<file path="config.mk">
export PLATFORM = sky130hd
export DESIGN_NAME = terminal_line_editor
export DESIGN_NICKNAME = d
export VERILOG_FILES = /design/src/sv/tle_pkg.sv /design/src/sv/terminal_line_editor.sv /design/src/sv/tle_ctrl.sv /design/src/sv/tle_dp.sv
export SDC_FILE = /design/constraint.sdc
export NUM_CORES = 1
export LEC_CHECK = 0
export ABC_CLOCK_PERIOD_IN_PS = 5730
export BUFFER_PORTS_ARGS = -buffer_cell sky130_fd_sc_hd__buf_2
export CAP_MARGIN = 20
export CORE_AREA = 2 2 166 136
export DETAILED_ROUTE_END_ITERATION = 16
export DIE_AREA = 0 0 168 138
export GPL_TIMING_DRIVEN = 0
export PLACE_DENSITY = 0.75
export SLEW_MARGIN = 20
export SYNTH_ARGS = -nofsm -noshare
export SYNTH_HDL_FRONTEND = slang
export SYNTH_SLANG_ARGS = --single-unit
export TNS_END_PERCENT = 10
</file>
<file path="constraint.sdc">
create_clock -name clk -period 5.73 [get_ports clk]
set_input_delay 0.573 -clock clk [delete_from_list [all_inputs] [get_ports clk]]
set_output_delay 0.573 -clock clk [all_outputs]
set_load 0.005 [all_outputs]
</file>
<file path="src/sv/tle_pkg.sv">
// tle_pkg: shared types and constants for the terminal line editor.
// Holds the transfer payload structs, result kind codes, byte constants
// and the controller/datapath command and status structs. No dependencies.
package tle_pkg;

  // Default line store depth
  localparam int TLE_MAX_LINE = 32;

  // Result kind codes
  localparam logic [2:0] K_NEWLINE  = 3'd0;
  localparam logic [2:0] K_ECHO     = 3'd1;
  localparam logic [2:0] K_ERASE    = 3'd2;
  localparam logic [2:0] K_LINECHAR = 3'd3;
  localparam logic [2:0] K_PROMPT   = 3'd4;
  localparam logic [2:0] K_STOPPED  = 3'd5;

  // Request type codes
  localparam logic REQ_BYTE = 1'b0;
  localparam logic REQ_DONE = 1'b1;

  // Received byte constants
  localparam logic [7:0] CH_ESC      = 8'h1B;
  localparam logic [7:0] CH_DEL      = 8'h7F;
  localparam logic [7:0] CH_BS       = 8'h08;
  localparam logic [7:0] CH_CR       = 8'h0D;
  localparam logic [7:0] CH_LF       = 8'h0A;
  localparam logic [7:0] CH_PRINT_LO = 8'h20;
  localparam logic [7:0] CH_PRINT_HI = 8'h7E;
  localparam logic [7:0] CH_FINAL_LO = 8'h40;
  localparam logic [7:0] CH_FINAL_HI = 8'h7E;
  localparam logic [7:0] CH_LBRACKET = 8'h5B;
  localparam logic [7:0] CH_UPPER_O  = 8'h4F;
  localparam logic [7:0] CH_LOWER_Q  = 8'h71;
  localparam logic [7:0] CH_UPPER_Q  = 8'h51;

  // Input item
  typedef struct packed {
    logic       req_type;
    logic [7:0] rx_byte;
    logic       enter_stream;
  } tle_in_t;

  // Result item
  typedef struct packed {
    logic [2:0] kind;
    logic [6:0] char_out;
    logic       last;
  } tle_out_t;

  // Result sequence that one accepted item calls for
  typedef enum logic [2:0] {
    PL_NONE,
    PL_ECHO,
    PL_ERASE,
    PL_PROMPT,
    PL_NL_PROMPT,
    PL_NL_DELIV,
    PL_NL_STOP
  } tle_plan_t;

  // Controller states
  typedef enum logic [3:0] {
    S_IDLE,
    S_ECHO,
    S_ERASE,
    S_PROMPT,
    S_NL_PROMPT,
    S_NL_DELIV,
    S_NL_STOP,
    S_STOPPED,
    S_CHAR_RD,
    S_CHAR
  } tle_state_t;

  // Controller to datapath
  typedef struct packed {
    logic       take;     // input transfer this cycle
    logic       emit;     // load a result when the output register is free
    logic [2:0] kind;
    logic       last;
    logic       rd;       // read the line store at the delivery index
    logic       advance;  // step the delivery index
  } tle_cmd_t;

  // Datapath to controller
  typedef struct packed {
    tle_plan_t plan;
    logic      out_free;
    logic      last_char;
  } tle_stat_t;

endpackage

</file>
<file path="src/sv/terminal_line_editor.sv">
// Channel | Ports                          | Carries
// input   | in_valid, in_stall, in_data    | tle_in_t: received byte or command done
// output  | out_valid, out_stall, out_data | tle_out_t: kind, char_out, last
//
// One item at a time. After a transfer, each result is loaded into the
// output register, where out_stall can hold it.
// A line end that delivers N stored characters sends a newline, then each
// character after one registered read of the line store.
// Reset (rst_n low, synchronous) clears editing state and holds in_stall
// high; the line store is not cleared. out_stall holds the output register
// and pauses the sequence.
//
// terminal_line_editor: top level; joins tle_ctrl and tle_dp.
// Depends on tle_pkg, tle_ctrl, tle_dp.
module terminal_line_editor import tle_pkg::*; #(
  parameter int MAX_LINE = TLE_MAX_LINE
) (
  input  logic     clk,
  input  logic     rst_n,
  input  logic     in_valid,
  output logic     in_stall,
  input  tle_in_t  in_data,
  output logic     out_valid,
  input  logic     out_stall,
  output tle_out_t out_data
);

  tle_cmd_t  cmd;
  tle_stat_t stat;

  tle_ctrl u_ctrl (
    .clk      (clk),
    .rst_n    (rst_n),
    .in_valid (in_valid),
    .in_stall (in_stall),
    .stat     (stat),
    .cmd      (cmd)
  );

  tle_dp #(
    .MAX_LINE (MAX_LINE)
  ) u_dp (
    .clk       (clk),
    .rst_n     (rst_n),
    .in_data   (in_data),
    .out_valid (out_valid),
    .out_stall (out_stall),
    .out_data  (out_data),
    .cmd       (cmd),
    .stat      (stat)
  );

endmodule

</file>
<file path="src/sv/tle_ctrl.sv">
// tle_ctrl: sequencing state machine of the terminal line editor.
// Depends on tle_pkg; drives tle_dp through tle_cmd_t and reads tle_stat_t.
module tle_ctrl import tle_pkg::*; (
  input  logic      clk,
  input  logic      rst_n,
  input  logic      in_valid,
  output logic      in_stall,
  input  tle_stat_t stat,
  output tle_cmd_t  cmd
);

  tle_state_t state_r, state_nxt;

  // State register
  always_ff @(posedge clk) begin
    if (!rst_n) begin
      state_r <= S_IDLE;
    end else begin
      state_r <= state_nxt;
    end
  end

  // Next state and commands
  always_comb begin
    state_nxt   = state_r;
    in_stall    = 1'b1;
    cmd         = '0;
    cmd.kind    = K_NEWLINE;
    case (state_r)
      // Take an item; hold off input while reset is asserted
      S_IDLE: begin
        in_stall = !rst_n;
        cmd.take = in_valid && rst_n;
        if (in_valid && rst_n) begin
          case (stat.plan)
            PL_ECHO:      state_nxt = S_ECHO;
            PL_ERASE:     state_nxt = S_ERASE;
            PL_PROMPT:    state_nxt = S_PROMPT;
            PL_NL_PROMPT: state_nxt = S_NL_PROMPT;
            PL_NL_DELIV:  state_nxt = S_NL_DELIV;
            PL_NL_STOP:   state_nxt = S_NL_STOP;
            default:      state_nxt = S_IDLE;
          endcase
        end
      end
      S_ECHO: begin
        cmd.emit = 1'b1;
        cmd.kind = K_ECHO;
        cmd.last = 1'b1;
        if (stat.out_free) state_nxt = S_IDLE;
      end
      S_ERASE: begin
        cmd.emit = 1'b1;
        cmd.kind = K_ERASE;
        cmd.last = 1'b1;
        if (stat.out_free) state_nxt = S_IDLE;
      end
      S_PROMPT: begin
        cmd.emit = 1'b1;
        cmd.kind = K_PROMPT;
        cmd.last = 1'b1;
        if (stat.out_free) state_nxt = S_IDLE;
      end
      S_NL_PROMPT: begin
        cmd.emit = 1'b1;
        cmd.kind = K_NEWLINE;
        if (stat.out_free) state_nxt = S_PROMPT;
      end
      S_NL_DELIV: begin
        cmd.emit = 1'b1;
        cmd.kind = K_NEWLINE;
        if (stat.out_free) state_nxt = S_CHAR_RD;
      end
      S_NL_STOP: begin
        cmd.emit = 1'b1;
        cmd.kind = K_NEWLINE;
        if (stat.out_free) state_nxt = S_STOPPED;
      end
      S_STOPPED: begin
        cmd.emit = 1'b1;
        cmd.kind = K_STOPPED;
        if (stat.out_free) state_nxt = S_PROMPT;
      end
      // Fetch the next stored character
      S_CHAR_RD: begin
        cmd.rd    = 1'b1;
        state_nxt = S_CHAR;
      end
      // Send it, then fetch again or finish
      S_CHAR: begin
        cmd.emit = 1'b1;
        cmd.kind = K_LINECHAR;
        cmd.last = stat.last_char;
        if (stat.out_free) begin
          cmd.advance = 1'b1;
          state_nxt   = stat.last_char ? S_IDLE : S_CHAR_RD;
        end
      end
      default: state_nxt = S_IDLE;
    endcase
  end

endmodule

</file>
<file path="src/sv/tle_dp.sv">
// tle_dp: datapath of the terminal line editor: editing state, escape
// filter, line store memory, delivery index and output register.
// Depends on tle_pkg; controlled by tle_ctrl.
module tle_dp import tle_pkg::*; #(
  parameter int MAX_LINE = TLE_MAX_LINE
) (
  input  logic      clk,
  input  logic      rst_n,
  input  tle_in_t   in_data,
  output logic      out_valid,
  input  logic      out_stall,
  output tle_out_t  out_data,
  input  tle_cmd_t  cmd,
  output tle_stat_t stat
);

  localparam int LEN_W = $clog2(MAX_LINE + 1);
  localparam int IDX_W = (MAX_LINE > 1) ? $clog2(MAX_LINE) : 1;

  // Editing state
  logic             stream_r,  stream_nxt;
  logic             esc_r,     esc_nxt;
  logic             br_r,      br_nxt;
  logic             prev_cr_r, prev_cr_nxt;
  logic             dropped_r, dropped_nxt;
  logic             await_r,   await_nxt;
  logic [LEN_W-1:0] len_r,     len_nxt;
  logic [LEN_W-1:0] dlen_r,    dlen_nxt;
  logic [LEN_W-1:0] rd_idx_r;
  logic [6:0]       echo_ch_r;
  logic [6:0]       rdata_r;
  logic             out_valid_r;
  tle_out_t         out_r;

  logic [6:0]       line_mem [MAX_LINE];
  logic [7:0]       b;
  logic             consumed;
  logic             wr_en;
  logic             out_free;
  tle_plan_t        plan;

  assign b        = in_data.rx_byte;
  assign out_free = !out_valid_r || !out_stall;

  // Decode one item against the current state
  always_comb begin
    stream_nxt  = stream_r;
    esc_nxt     = esc_r;
    br_nxt      = br_r;
    prev_cr_nxt = prev_cr_r;
    dropped_nxt = dropped_r;
    await_nxt   = await_r;
    len_nxt     = len_r;
    dlen_nxt    = dlen_r;
    plan        = PL_NONE;
    wr_en       = 1'b0;
    consumed    = 1'b0;
    if (in_data.req_type == REQ_DONE) begin
      if (await_r) begin
        await_nxt = 1'b0;
        if (in_data.enter_stream) begin
          stream_nxt = 1'b1;
          esc_nxt    = 1'b0;
          br_nxt     = 1'b0;
        end else begin
          plan = PL_PROMPT;
        end
      end
    end else if (!await_r) begin
      // Escape filter
      if (!esc_r) begin
        if (b == CH_ESC) begin
          esc_nxt  = 1'b1;
          br_nxt   = 1'b0;
          consumed = 1'b1;
        end
      end else if (!br_r) begin
        if (b == CH_LBRACKET || b == CH_UPPER_O) begin
          br_nxt   = 1'b1;
          consumed = 1'b1;
        end else begin
          esc_nxt  = 1'b0;
          br_nxt   = 1'b0;
          consumed = stream_r;
        end
      end else begin
        consumed = 1'b1;
        if (b >= CH_FINAL_LO && b <= CH_FINAL_HI) begin
          esc_nxt = 1'b0;
          br_nxt  = 1'b0;
        end
      end

      if (!consumed) begin
        if (stream_r) begin
          // Only q on an empty line leaves stream mode
          if ((b == CH_LOWER_Q || b == CH_UPPER_Q) && len_r == '0) begin
            stream_nxt = 1'b0;
            esc_nxt    = 1'b0;
            br_nxt     = 1'b0;
            plan       = PL_NL_STOP;
          end
        end else if (b == CH_CR || (b == CH_LF && !prev_cr_r)) begin
          // Line end
          len_nxt     = '0;
          dropped_nxt = 1'b0;
          prev_cr_nxt = (b == CH_CR);
          if (!dropped_r && len_r != '0) begin
            dlen_nxt  = len_r;
            await_nxt = 1'b1;
            plan      = PL_NL_DELIV;
          end else begin
            plan = PL_NL_PROMPT;
          end
        end else if (b == CH_LF) begin
          // Second half of CR LF
          prev_cr_nxt = 1'b0;
        end else begin
          prev_cr_nxt = 1'b0;
          if (b == CH_BS || b == CH_DEL) begin
            if (len_r != '0 && !dropped_r) begin
              len_nxt = len_r - 1'b1;
              plan    = PL_ERASE;
            end
          end else if (b >= CH_PRINT_LO && b <= CH_PRINT_HI && !dropped_r) begin
            if (len_r >= LEN_W'(MAX_LINE)) begin
              dropped_nxt = 1'b1;
            end else begin
              wr_en   = 1'b1;
              len_nxt = len_r + 1'b1;
              plan    = PL_ECHO;
            end
          end
        end
      end
    end
  end

  // Control state, updated on each input transfer
  always_ff @(posedge clk) begin
    if (!rst_n) begin
      stream_r  <= 1'b0;
      esc_r     <= 1'b0;
      br_r      <= 1'b0;
      prev_cr_r <= 1'b0;
      dropped_r <= 1'b0;
      await_r   <= 1'b0;
      len_r     <= '0;
    end else if (cmd.take) begin
      stream_r  <= stream_nxt;
      esc_r     <= esc_nxt;
      br_r      <= br_nxt;
      prev_cr_r <= prev_cr_nxt;
      dropped_r <= dropped_nxt;
      await_r   <= await_nxt;
      len_r     <= len_nxt;
    end
  end

  // Item payload and delivery length
  always_ff @(posedge clk) begin
    if (cmd.take) begin
      echo_ch_r <= b[6:0];
      dlen_r    <= dlen_nxt;
    end
  end

  // Delivery index: clear on transfer, step per sent character
  always_ff @(posedge clk) begin
    if (cmd.take) begin
      rd_idx_r <= '0;
    end else if (cmd.advance) begin
      rd_idx_r <= rd_idx_r + 1'b1;
    end
  end

  // Line store: write on echo, registered read for delivery
  always_ff @(posedge clk) begin
    if (cmd.take && wr_en) begin
      line_mem[len_r[IDX_W-1:0]] <= b[6:0];
    end
    if (cmd.rd) begin
      rdata_r <= line_mem[rd_idx_r[IDX_W-1:0]];
    end
  end

  // Output register valid
  always_ff @(posedge clk) begin
    if (!rst_n) begin
      out_valid_r <= 1'b0;
    end else if (cmd.emit && out_free) begin
      out_valid_r <= 1'b1;
    end else if (!out_stall) begin
      out_valid_r <= 1'b0;
    end
  end

  // Output register payload
  always_ff @(posedge clk) begin
    if (cmd.emit && out_free) begin
      out_r.kind <= cmd.kind;
      out_r.last <= cmd.last;
      case (cmd.kind)
        K_ECHO:     out_r.char_out <= echo_ch_r;
        K_LINECHAR: out_r.char_out <= rdata_r;
        default:    out_r.char_out <= '0;
      endcase
    end
  end

  assign out_valid      = out_valid_r;
  assign out_data       = out_r;
  assign stat.plan      = plan;
  assign stat.out_free  = out_free;
  assign stat.last_char = (LEN_W'(rd_idx_r + 1'b1) == dlen_r);

endmodule

</file>
==> impl_metrics.csv, run 1 <==
group,metric,value,unit
drt,drtIter0Drc,713,
clocking,numCtsBuffers,26,
worst_hold_path,hp-class,"input pin to register",
power_and_ir_drop,p_leak,4.06,nW
synthesis,avgSynthCellArea,17.9,um2
cells_and_area,layout_common_cells,"edfxtp_1, mux4_2, nor2_1",
worst_setup_path,cp.arrival,3.80,ns
flow_run,drv_cap,0,
synthesis,synth-compound-area-share,0.0377,
global_routing,grt_pass1_vias,6413,
clocking,clk_path_buf_depth,3,
cells_and_area,layout.cells.non_filler,1004,
run_status,outcome,"finished clean",
worst_setup_path,crit_start,"in_data[7]",
synthesis,ys_ff_latch,278,
power_and_ir_drop,clkPwrFrac,0.396,
floorplan,start_util,0.537,
drt,maxUsedRoutingLayer,"met4",
power_and_ir_drop,ir_drop,0.178,mV
cells_and_area,area_delta_synth_final,11.6,%
drt,routed_wirelength,24.3,mm
worst_setup_path,r2r-start,"u_ctrl.state_r[3]",
worst_setup_path,r2r_cells,8,
synthesis,synth_xor_xnor_area_share,0.0135,
drt,first_pass_iters,5,
worst_setup_path,end_kind,"register",
power_and_ir_drop,p_sw_frac,0.215,
timing,timing.hold.ws,0.428,ns
floorplan,die-area,0.0232,mm2
synthesis,synth_cell_types,72,
synthesis,syn_nets,672,
drt,met3_length,1.74,mm
drt,num_vias,6207,
power_and_ir_drop,p_int,3.47,mW
power_and_ir_drop,p_sw,0.949,mW
synthesis,yosys_warnings,0,
cells_and_area,multi_input_area,0.00337,mm2
drt,routedWlPerCell,24.2,um
global_routing,grt_max_degree,41,
clocking,cts_setup_buffers,0,
timing,skew,0.0119,ns
drt,met2_length,11.6,mm
place,port_buffers,26,
power_and_ir_drop,finalPower,4.42,mW
timing,setup_tns,0,ns
synthesis,ys_seq_area_frac,0.695,
synthesis,synthArstFlopShare,0,
drt,drt-met1-wl,10.4,mm
synthesis,synth_fa_ha_area_frac,0.00814,
synthesis,netlist_instances,651,
clocking,cts_resized,0,
synthesis,syn_area,0.0117,mm2
cells_and_area,nets,726,
drt,ant_nets,0,
worst_setup_path,cp_max_fo,39,
drt,drc_errors,0,
floorplan,die_x,168,um
clocking,clk_pin_slew,0.07,ns
timing,maxSlewViolCount,0,
worst_setup_path,rr_endpoint,"u_dp.line_mem[1][3]",
cells_and_area,drive_gt1_frac,0.243,
floorplan,die_h,138,um
place,post-dp-hpwl,15.9,mm
global_routing,grt_usage,0.218,
cells_and_area,final_common_cell,"edfxtp_1",
clocking,holdBufCountCts,0,
place,preCtsSetupSlack,1.78,ns
worst_setup_path,crit_path_end,"u_dp.len_r[5]",
floorplan,ios,27,
worst_setup_path,critPathKind,"input pin to register",
timing,setup_violations,0,
timing,finalCritPeriodShare,0.589,
timing,timing.slew.headroom,0.349,
power_and_ir_drop,p_seq_frac,0.522,
timing,finalCriticalPeriod,3.37,ns
synthesis,synth_mux_area_frac,0.151,
place,place_inst,957,
worst_setup_path,startpoint_type,"input pin",
clocking,cts_tree,"done",
synthesis,synth-simple-area-share,0.0776,
clocking,htreeDepth,1,
synthesis,synth_flop_cell,"edfxtp_1",
power_and_ir_drop,power.density,339,mW/mm2
place,gp_congestion,0.870,
cells_and_area,seq_area,0.00812,mm2
cells_and_area,fillers,1541,
worst_setup_path,ff2ff_setup_slack,2.66,ns
timing,finalHoldViolCount,0,
clocking,clk_latency,0.53,ns
drt,viasPerCell,6.18,
global_routing,grt_first_pass_wirelength,38.1,mm
global_routing,antenna_found_initial,0,
clocking,cts_sinks,278,
clocking,cts-root-buf,"clkbuf_16",
floorplan,placementRows,49,
global_routing,grt_overflow_total,0,
synthesis,synth-edff-count,255,
cells_and_area,antenna_cells,0,
power_and_ir_drop,comb_power_share,0.081,
timing,fmaxAchievable,297,MHz
synthesis,synth_top_family_by_area,"multiplexers",
floorplan,fp.coreArea,0.0218,mm2
timing,rsz0062_at_grt,"false",
worst_setup_path,cp.required,6.15,ns
timing,tightest_slew,0.976,ns
timing,setup_ws,2.36,ns
-- synth_stat cells, types with 3 or more instances --
cell type,count,area share
edfxtp_1,255,0.66
mux4_2,70,0.13
nor2_1,61,0.020
nand2_1,24,0.0077
dfxtp_1,23,0.039
clkbuf_1,14,0.0045
xnor2_1,13,0.0097
a21oi_1,11,0.0047
nand2b_1,11,0.0059
inv_1,10,0.0032
mux2i_1,9,0.0077
nand3_1,8,0.0034
mux2_2,7,0.0067
nor3_1,7,0.0030
buf_2,6,0.0026
buf_4,6,0.0039
ha_1,6,0.0064
a21boi_1,5,0.0032
nand3b_1,5,0.0032
nand4_1,5,0.0027
nor2b_1,5,0.0027
or3_1,5,0.0027
xor2_1,5,0.0037
buf_1,4,0.0013
nand3_4,4,0.0060
o21ai_0,4,0.0017
a211o_1,3,0.0022
a21o_1,3,0.0019
and2_1,3,0.0016
o22ai_1,3,0.0016
o31ai_1,3,0.0019
or2_2,3,0.0016
or3b_2,3,0.0022
-- routing by layer --
layer	up-vias	global-route usage
met3	46	0.0381
met4	0	0.0581
met2	235	0.346
li1	2709	-
met5	-	0
met1	3217	0.320
-- through the flow --
| stage | util | instance area, um2 |
|---|---|---|
| global placement | 0.559 | 12200 |
| detailed placement | 0.559 | 12200 |
| global route | 0.599 | 13000 |
| CTS | 0.599 | 13000 |
| floorplan | - | 11700 |
| finish | 0.599 | 13000 |
-- worst min path at each step --
stage | startpoint | cells after the start | to | slack [ns]
after global routing | in_valid | 3 | u_ctrl.state_r[1] | 0.44
after global placement | u_dp.esc_r | 2 | u_dp.esc_r | 0.46
after detailed placement | u_dp.len_r[4] | 0 | u_dp.dlen_r[4] | 0.49
after CTS | in_data[9] | 4 | u_dp.esc_r | 0.42
after floorplan | u_dp.len_r[2] | 0 | u_dp.dlen_r[2] | 0.43
final | in_valid | 3 | u_ctrl.state_r[1] | 0.43
-- worst max-delay path, stage by stage --
cell and delay (ns):
buf_2 0.60, nand2b_1 0.23, or3_1 0.50, and2_1 0.24, inv_1 0.14, ha_1 0.26, a211oi_1 0.24, o21bai_1 0.11
a21oi_1 0.32, mux2i_4 0.29, mux2i_1 0.20, a21boi_1 0.08
-- final cells by class --
cell class / instances / share of cell area
sequential: 278 / 0.623
multi-input combinational: 330 / 0.258
clock buffer: 32 / 0.0533
tap: 280 / 0.0269
clock inverter: 15 / 0.0135
buffer: 31 / 0.0118
timing repair buffer: 26 / 0.00998
inverter: 12 / 0.00346
-- power groups by stage --
stage,sequential [mW],clock (mW),combinational (mW)
global placement,2.35,0,0.343
detailed placement,2.35,0,0.359
floorplan,2.36,0,0.215
CTS,2.31,1.77,0.359
global route,2.32,1.85,0.394
finish,2.31,1.75,0.359
-- kinds of logic after synthesis --
| logic type | Yosys count |
|---|---|
| muxes | 87 |
| buffers and inverters | 43 |
| DFF | 278 |
| and+or+nand+nor | 161 |
| AOI/OAI and AO/OA | 57 |
| adders and majority gates | 7 |
| xor gates and xnor gates | 18 |
-- registers in the layout, summed over array words and instances, names as in the netlist, 4 cells and up --
register        flops
u_dp.rd_idx_r       6
u_dp.echo_ch_r      7
u_dp.out_data      11
u_dp.len_r          6
u_dp.rdata_r        7
u_ctrl.state_r      4
u_dp.line_mem     224
u_dp.dlen_r         6
(Power assumes the default switching activity.)
==> inputs of run 2 (changes only) <==
ABC_CLOCK_PERIOD_IN_PS = 3400   (was 5730)
clock period = 3.4 ns   (was 5.73 ns; I/O delays follow)
==> run 2 against run 1 <==
Compared with the run above:
- global-route usage is the same
- sequential power grew 68%
- clock power is 69% higher
- die area unchanged
- critical path depth stayed put
- routed wire length about the same
- register-to-register slack lost 2.3 ns
- worst setup slack worse by 2.0 ns
- first-iteration DRC count unchanged
- non-clock buffer count is the same
- utilization about the same
- final area barely moved
- critical path type unchanged
==> impl_metrics.csv, run 2 (same netlist as run 1, synthesis figures left out) <==
group,metric,value,unit
floorplan,start_util,0.537,
timing,maxSlewViolCount,0,
drt,ant_nets,0,
power_and_ir_drop,p_leak,4.07,nW
worst_setup_path,cp.arrival,3.51,ns
global_routing,grt_first_pass_wirelength,38.1,mm
global_routing,grt_max_degree,41,
drt,viasPerCell,6.17,
flow_run,drv_cap,0,
global_routing,grt_usage,0.218,
clocking,numCtsBuffers,26,
global_routing,antenna_found_initial,0,
clocking,cts_setup_buffers,0,
timing,fmaxAchievable,324,MHz
timing,timing.slew.headroom,0.349,
cells_and_area,antenna_cells,0,
floorplan,fp.coreArea,0.0218,mm2
drt,drtIter0Drc,713,
floorplan,die_h,138,um
clocking,clk_latency,0.53,ns
power_and_ir_drop,p_sw,1.60,mW
place,port_buffers,26,
drt,routed_wirelength,24.3,mm
timing,tightest_slew,0.976,ns
clocking,clk_pin_slew,0.07,ns
worst_setup_path,startpoint_type,"input pin",
clocking,htreeDepth,1,
power_and_ir_drop,p_int,5.86,mW
timing,skew,0.0118,ns
power_and_ir_drop,p_sw_frac,0.214,
timing,finalCriticalPeriod,3.08,ns
cells_and_area,layout_common_cells,"edfxtp_1, mux4_2, nor2_1",
global_routing,grt_overflow_total,0,
cells_and_area,drive_gt1_frac,0.243,
worst_setup_path,end_kind,"register",
drt,first_pass_iters,5,
floorplan,die-area,0.0232,mm2
worst_setup_path,cp.required,3.82,ns
floorplan,ios,27,
cells_and_area,layout.cells.non_filler,1004,
power_and_ir_drop,clkPwrFrac,0.396,
clocking,clk_path_buf_depth,3,
power_and_ir_drop,p_seq_frac,0.522,
cells_and_area,design_area,0.0130,mm2
place,dpl_cell_area,0.0122,mm2
power_and_ir_drop,ir_drop,0.299,mV
cells_and_area,nets,726,
cells_and_area,final_util,0.599,
place,gp_congestion,0.870,
timing,setup_violations,0,
clocking,cts_tree,"done",
cells_and_area,area_delta_synth_final,11.6,%
timing,rsz0062_at_grt,"false",
worst_setup_path,cp_max_fo,38,
global_routing,grt_pass1_vias,6413,
drt,num_vias,6195,
cells_and_area,largest_reg_flops,224,
worst_hold_path,hp-class,"input pin to register",
power_and_ir_drop,power.density,572,mW/mm2
power_and_ir_drop,comb_power_share,0.081,
drt,routedWlPerCell,24.2,um
cells_and_area,final_common_cell,"edfxtp_1",
timing,finalHoldViolCount,0,
run_status,outcome,"finished clean",
place,place_inst,957,
worst_setup_path,critPathKind,"input pin to register",
timing,finalCritPeriodShare,0.907,
drt,drc_errors,0,
floorplan,die_x,168,um
place,post-dp-hpwl,15.9,mm
clocking,cts_sinks,278,
clocking,cts-root-buf,"clkbuf_16",
floorplan,placementRows,49,
==> run 2: cell count changes in the layout (fill, tap and decap cells not counted), sizes merged <==
cell    change
buf         -1
clkbuf      +1
==> run 2: per-stage QoR <==
| step | hold slack, ns | setup WS [ns] | total power [mW] | TNS (ns) |
|---|---|---|---|---|
| after floorplan | 0.429 | 0.492 | 4.34 | 0 |
| after global placement | 0.465 | -0.175 | 4.54 | -0.175 |
| after detailed placement | 0.491 | -0.320 | 4.57 | -0.375 |
| after CTS | 0.187 | 0.253 | 7.49 | 0 |
| after global routing | 0.209 | 0.100 | 7.69 | 0 |
| final | 0.195 | 0.315 | 7.45 | 0 |
==> run 2: timing repair <==
action / 4_1_cts / 5_1_grt
resized for setup: 0 / 1
setup endpoints to repair: 0 / 1
hold buffers: 0 / 0
==> run 2: worst max-delay path, cell delays in order <==
cell and delay (ns):
buf_2 0.36, or3_1 0.51, or3_4 0.42, and2_1 0.23, inv_1 0.14, ha_1 0.26
a211oi_1 0.24, o21bai_1 0.11, a21oi_1 0.32, mux2i_4 0.29, mux2i_1 0.20, a21boi_1 0.08
==> run 2: routing by layer <==
metal	track usage	share of wire
met5	0	0
met2	0.346	0.48
met1	0.320	0.43
met4	0.0581	0.022
met3	0.0381	0.074
==> run 2: worst paths after layout <==
path                                         from             endpoint  slack, ns  cells past startpoint
worst min-delay path                     in_valid    u_ctrl.state_r[1]       0.20                      3
worst max-delay path                   in_data[5]        u_dp.len_r[5]       0.32                     12
worst min register to register         u_dp.esc_r           u_dp.esc_r       0.50                      2
worst max register to register  u_ctrl.state_r[3]  u_dp.line_mem[1][3]       0.33                      8
==> run 2: cell type report <==
type,count,area [um2]
clock buffer,32,694
buffer,31,154
clock inverter,15,176
timing repair buffer,26,133
fill,1542,8730
sequential,278,8120
multi-input combinational,330,3370
inverter,12,45.0
tap,280,350
==> run 2: power groups by stage <==
stage	clock, mW	combinational, mW	sequential, mW
3_3_place_gp	0	0.578	3.96
5_1_grt	3.12	0.665	3.90
3_5_place_dp	0	0.604	3.97
2_1_floorplan	0	0.362	3.98
6_report	2.95	0.605	3.89
4_1_cts	2.99	0.606	3.90
==> inputs of run 3 (changes only) <==
CAP_MARGIN = 10   (was 20)
CTS_BUF_LIST = sky130_fd_sc_hd__clkbuf_4 sky130_fd_sc_hd__clkbuf_8   (was default)
==> run 3 against run 2 <==
Compared with the run above:
- final area decreased by 0.46%
- sequential power about the same
- sequential share of layout area is 0.29 points higher
- combinational power about the same
==> impl_metrics.csv, run 3 (same netlist as run 1, synthesis figures left out) <==
group,metric,value,unit
clocking,clk_path_buf_depth,3,
global_routing,grt_pass1_vias,6443,
power_and_ir_drop,power.density,550,mW/mm2
worst_setup_path,cp_slowest_stage_delay,0.52,ns
floorplan,placementRows,49,
worst_setup_path,cp_top_family,"simple AND/OR/NAND/NOR gates",
cells_and_area,largest_reg_flops,224,
cells_and_area,area_delta_synth_final,11.1,%
clocking,cts-root-buf,"clkbuf_8",
clocking,numCtsBuffers,43,
power_and_ir_drop,finalPower,7.14,mW
clocking,clk_pin_slew,0.06,ns
timing,maxSlewViolCount,0,
place,port_buffers,26,
flow_run,drv_cap,0,
drt,num_vias,6271,
drt,first_pass_iters,5,
timing,finalCritPeriodShare,0.926,
worst_setup_path,r2r_cells,8,
floorplan,start_util,0.537,
worst_setup_path,path_buf_inv,2,
worst_setup_path,rr_endpoint,"u_dp.line_mem[1][3]",
worst_setup_path,crit_path_top_delay_cell,"or3_1",
cells_and_area,layout.cells.non_filler,1033,
drt,drtIter0Drc,707,
place,preCtsSetupSlack,-0.320,ns
worst_setup_path,critPathKind,"input pin to register",
worst_setup_path,cp.required,3.83,ns
timing,fmaxAchievable,318,MHz
worst_setup_path,startpoint_type,"input pin",
global_routing,grt_usage,0.220,
timing,timing.slew.headroom,0.347,
clocking,cts_setup_buffers,0,
worst_hold_path,hold_end,"u_ctrl.state_r[1]",
clocking,clk_latency,0.55,ns
worst_hold_path,min-delay-start,"in_valid",
power_and_ir_drop,p_leak,4.06,nW
worst_setup_path,r2r-start,"u_ctrl.state_r[3]",
worst_setup_path,ff2ff_setup_slack,0.30,ns
clocking,cts_tree,"done",
global_routing,grt_overflow_total,0,
drt,drc_errors,0,
cells_and_area,drive_gt1_frac,0.274,
timing,rsz0062_at_grt,"false",
global_routing,grt_max_degree,41,
global_routing,grt_first_pass_wirelength,38.2,mm
cells_and_area,fillers,1543,
worst_hold_path,min_path_cells,3,
place,place_inst,957,
clocking,htreeDepth,2,
clocking,holdBufCountCts,0,
floorplan,die_x,168,um
place,post-dp-hpwl,15.9,mm
worst_setup_path,cp.arrival,3.58,ns
cells_and_area,layout_common_cells,"edfxtp_1, mux4_2, nor2_1",
power_and_ir_drop,ir_drop,0.336,mV
timing,tightest_slew,0.979,ns
timing,setup_violations,0,
worst_hold_path,hp-class,"input pin to register",
place,gp_congestion,0.870,
timing,timing.hold.ws,0.183,ns
floorplan,die_h,138,um
drt,viasPerCell,6.07,
floorplan,ios,27,
drt,routedWlPerCell,23.7,um
cells_and_area,final_common_cell,"edfxtp_1",
clocking,cts_sinks,278,
floorplan,fp.coreArea,0.0218,mm2
worst_setup_path,cp_cell_sequence,"buf_2 > or3_1 > or3_4 > and2_1 > inv_1 > ha_1 > a211oi_1 > o21bai_1 > a21oi_1 > mux2i_4 > mux2i_1 > a21boi_1",
timing,finalHoldViolCount,0,
worst_setup_path,cp_max_fo,38,
drt,routed_wirelength,24.5,mm
drt,ant_nets,0,
timing,finalCriticalPeriod,3.15,ns
floorplan,die-area,0.0232,mm2
worst_setup_path,end_kind,"register",
global_routing,antenna_found_initial,0,
run_status,outcome,"finished clean",
timing,setup_ws,0.253,ns
timing,skew,0.0255,ns
cells_and_area,nets,743,
==> run 3: cell types whose count changed in the layout (fill, tap and decap cells not counted) <==
cell	before	now
clkinvlp_4	2	4
clkbuf_4	1	19
clkbuf_8	0	44
clkinv_2	6	3
clkinv_1	4	7
bufinv_16	4	0
clkbuf_16	27	0
diode_2	0	1
clkbuf_1	19	14
==> run 3: worst register-to-register path: cells and delay by family, from the launching register on <==
kind                   cells  cell delay, ns
and+or+nand+nor            5            1.59
buffers and inverters      2            0.41
AOI/OAI and AO/OA          1            0.41
DFF                        1            0.30
==> run 3: power by group <==
group | total, mW | switching [mW] | leakage [nW] | internal (mW)
combinational | 0.604 | 0.362 | 1.14 | 0.243
sequential | 3.90 | 0.0343 | 2.50 | 3.86
clock | 2.64 | 1.24 | 0.421 | 1.40
==> run 3: timing repair <==
item,in CTS,in global routing
endpoints found under the setup margin,0,1
endpoints found under the hold margin,0,0
gates resized for setup,0,1
==> run 3: metrics by stage <==
step | instance area, um2 | utilization | setup TNS [ns]
global route | 13000 | 0.596 | 0
floorplan | 11700 | - | 0
global placement | 12200 | 0.559 | -0.175
CTS | 13000 | 0.596 | 0
detailed placement | 12200 | 0.559 | -0.375
finish | 13000 | 0.596 | 0
==> run 3: worst max-delay path by stage <==
stage	start	end	slack (ns)	cells past startpoint
after global placement	in_data[7]	u_dp.len_r[5]	-0.17	12
after detailed placement	in_data[7]	u_dp.len_r[5]	-0.32	12
after global routing	in_data[5]	u_dp.len_r[5]	0.08	12
final	in_data[5]	u_dp.len_r[5]	0.25	12
after floorplan	in_data[5]	u_dp.len_r[5]	0.49	11
after CTS	in_data[7]	u_dp.len_r[5]	0.23	12
==> run 3: layout make-up <==
cell class	instances	area (um2)	area share
Antenna cell	1	2.50	0.000193
Buffer	31	154	0.0119
Clock buffer	62	741	0.0571
Clock inverter	13	67.6	0.00521
Inverter	12	45.0	0.00347
Multi-Input combinational cell	330	3370	0.260
Sequential cell	278	8120	0.625
Tap cell	280	350	0.0270
Timing Repair Buffer	26	133	0.0102
==> run 3: routing by layer <==
layer | share of wire | wire, um | vias up | global-route usage
met4 | 0.017 | 408 | 0 | 0.0613
met5 | 0 | 0 | - | 0
met2 | 0.48 | 11700 | 265 | 0.344
met1 | 0.44 | 10700 | 3221 | 0.326
met3 | 0.066 | 1630 | 34 | 0.0381
li1 | - | - | 2751 | -
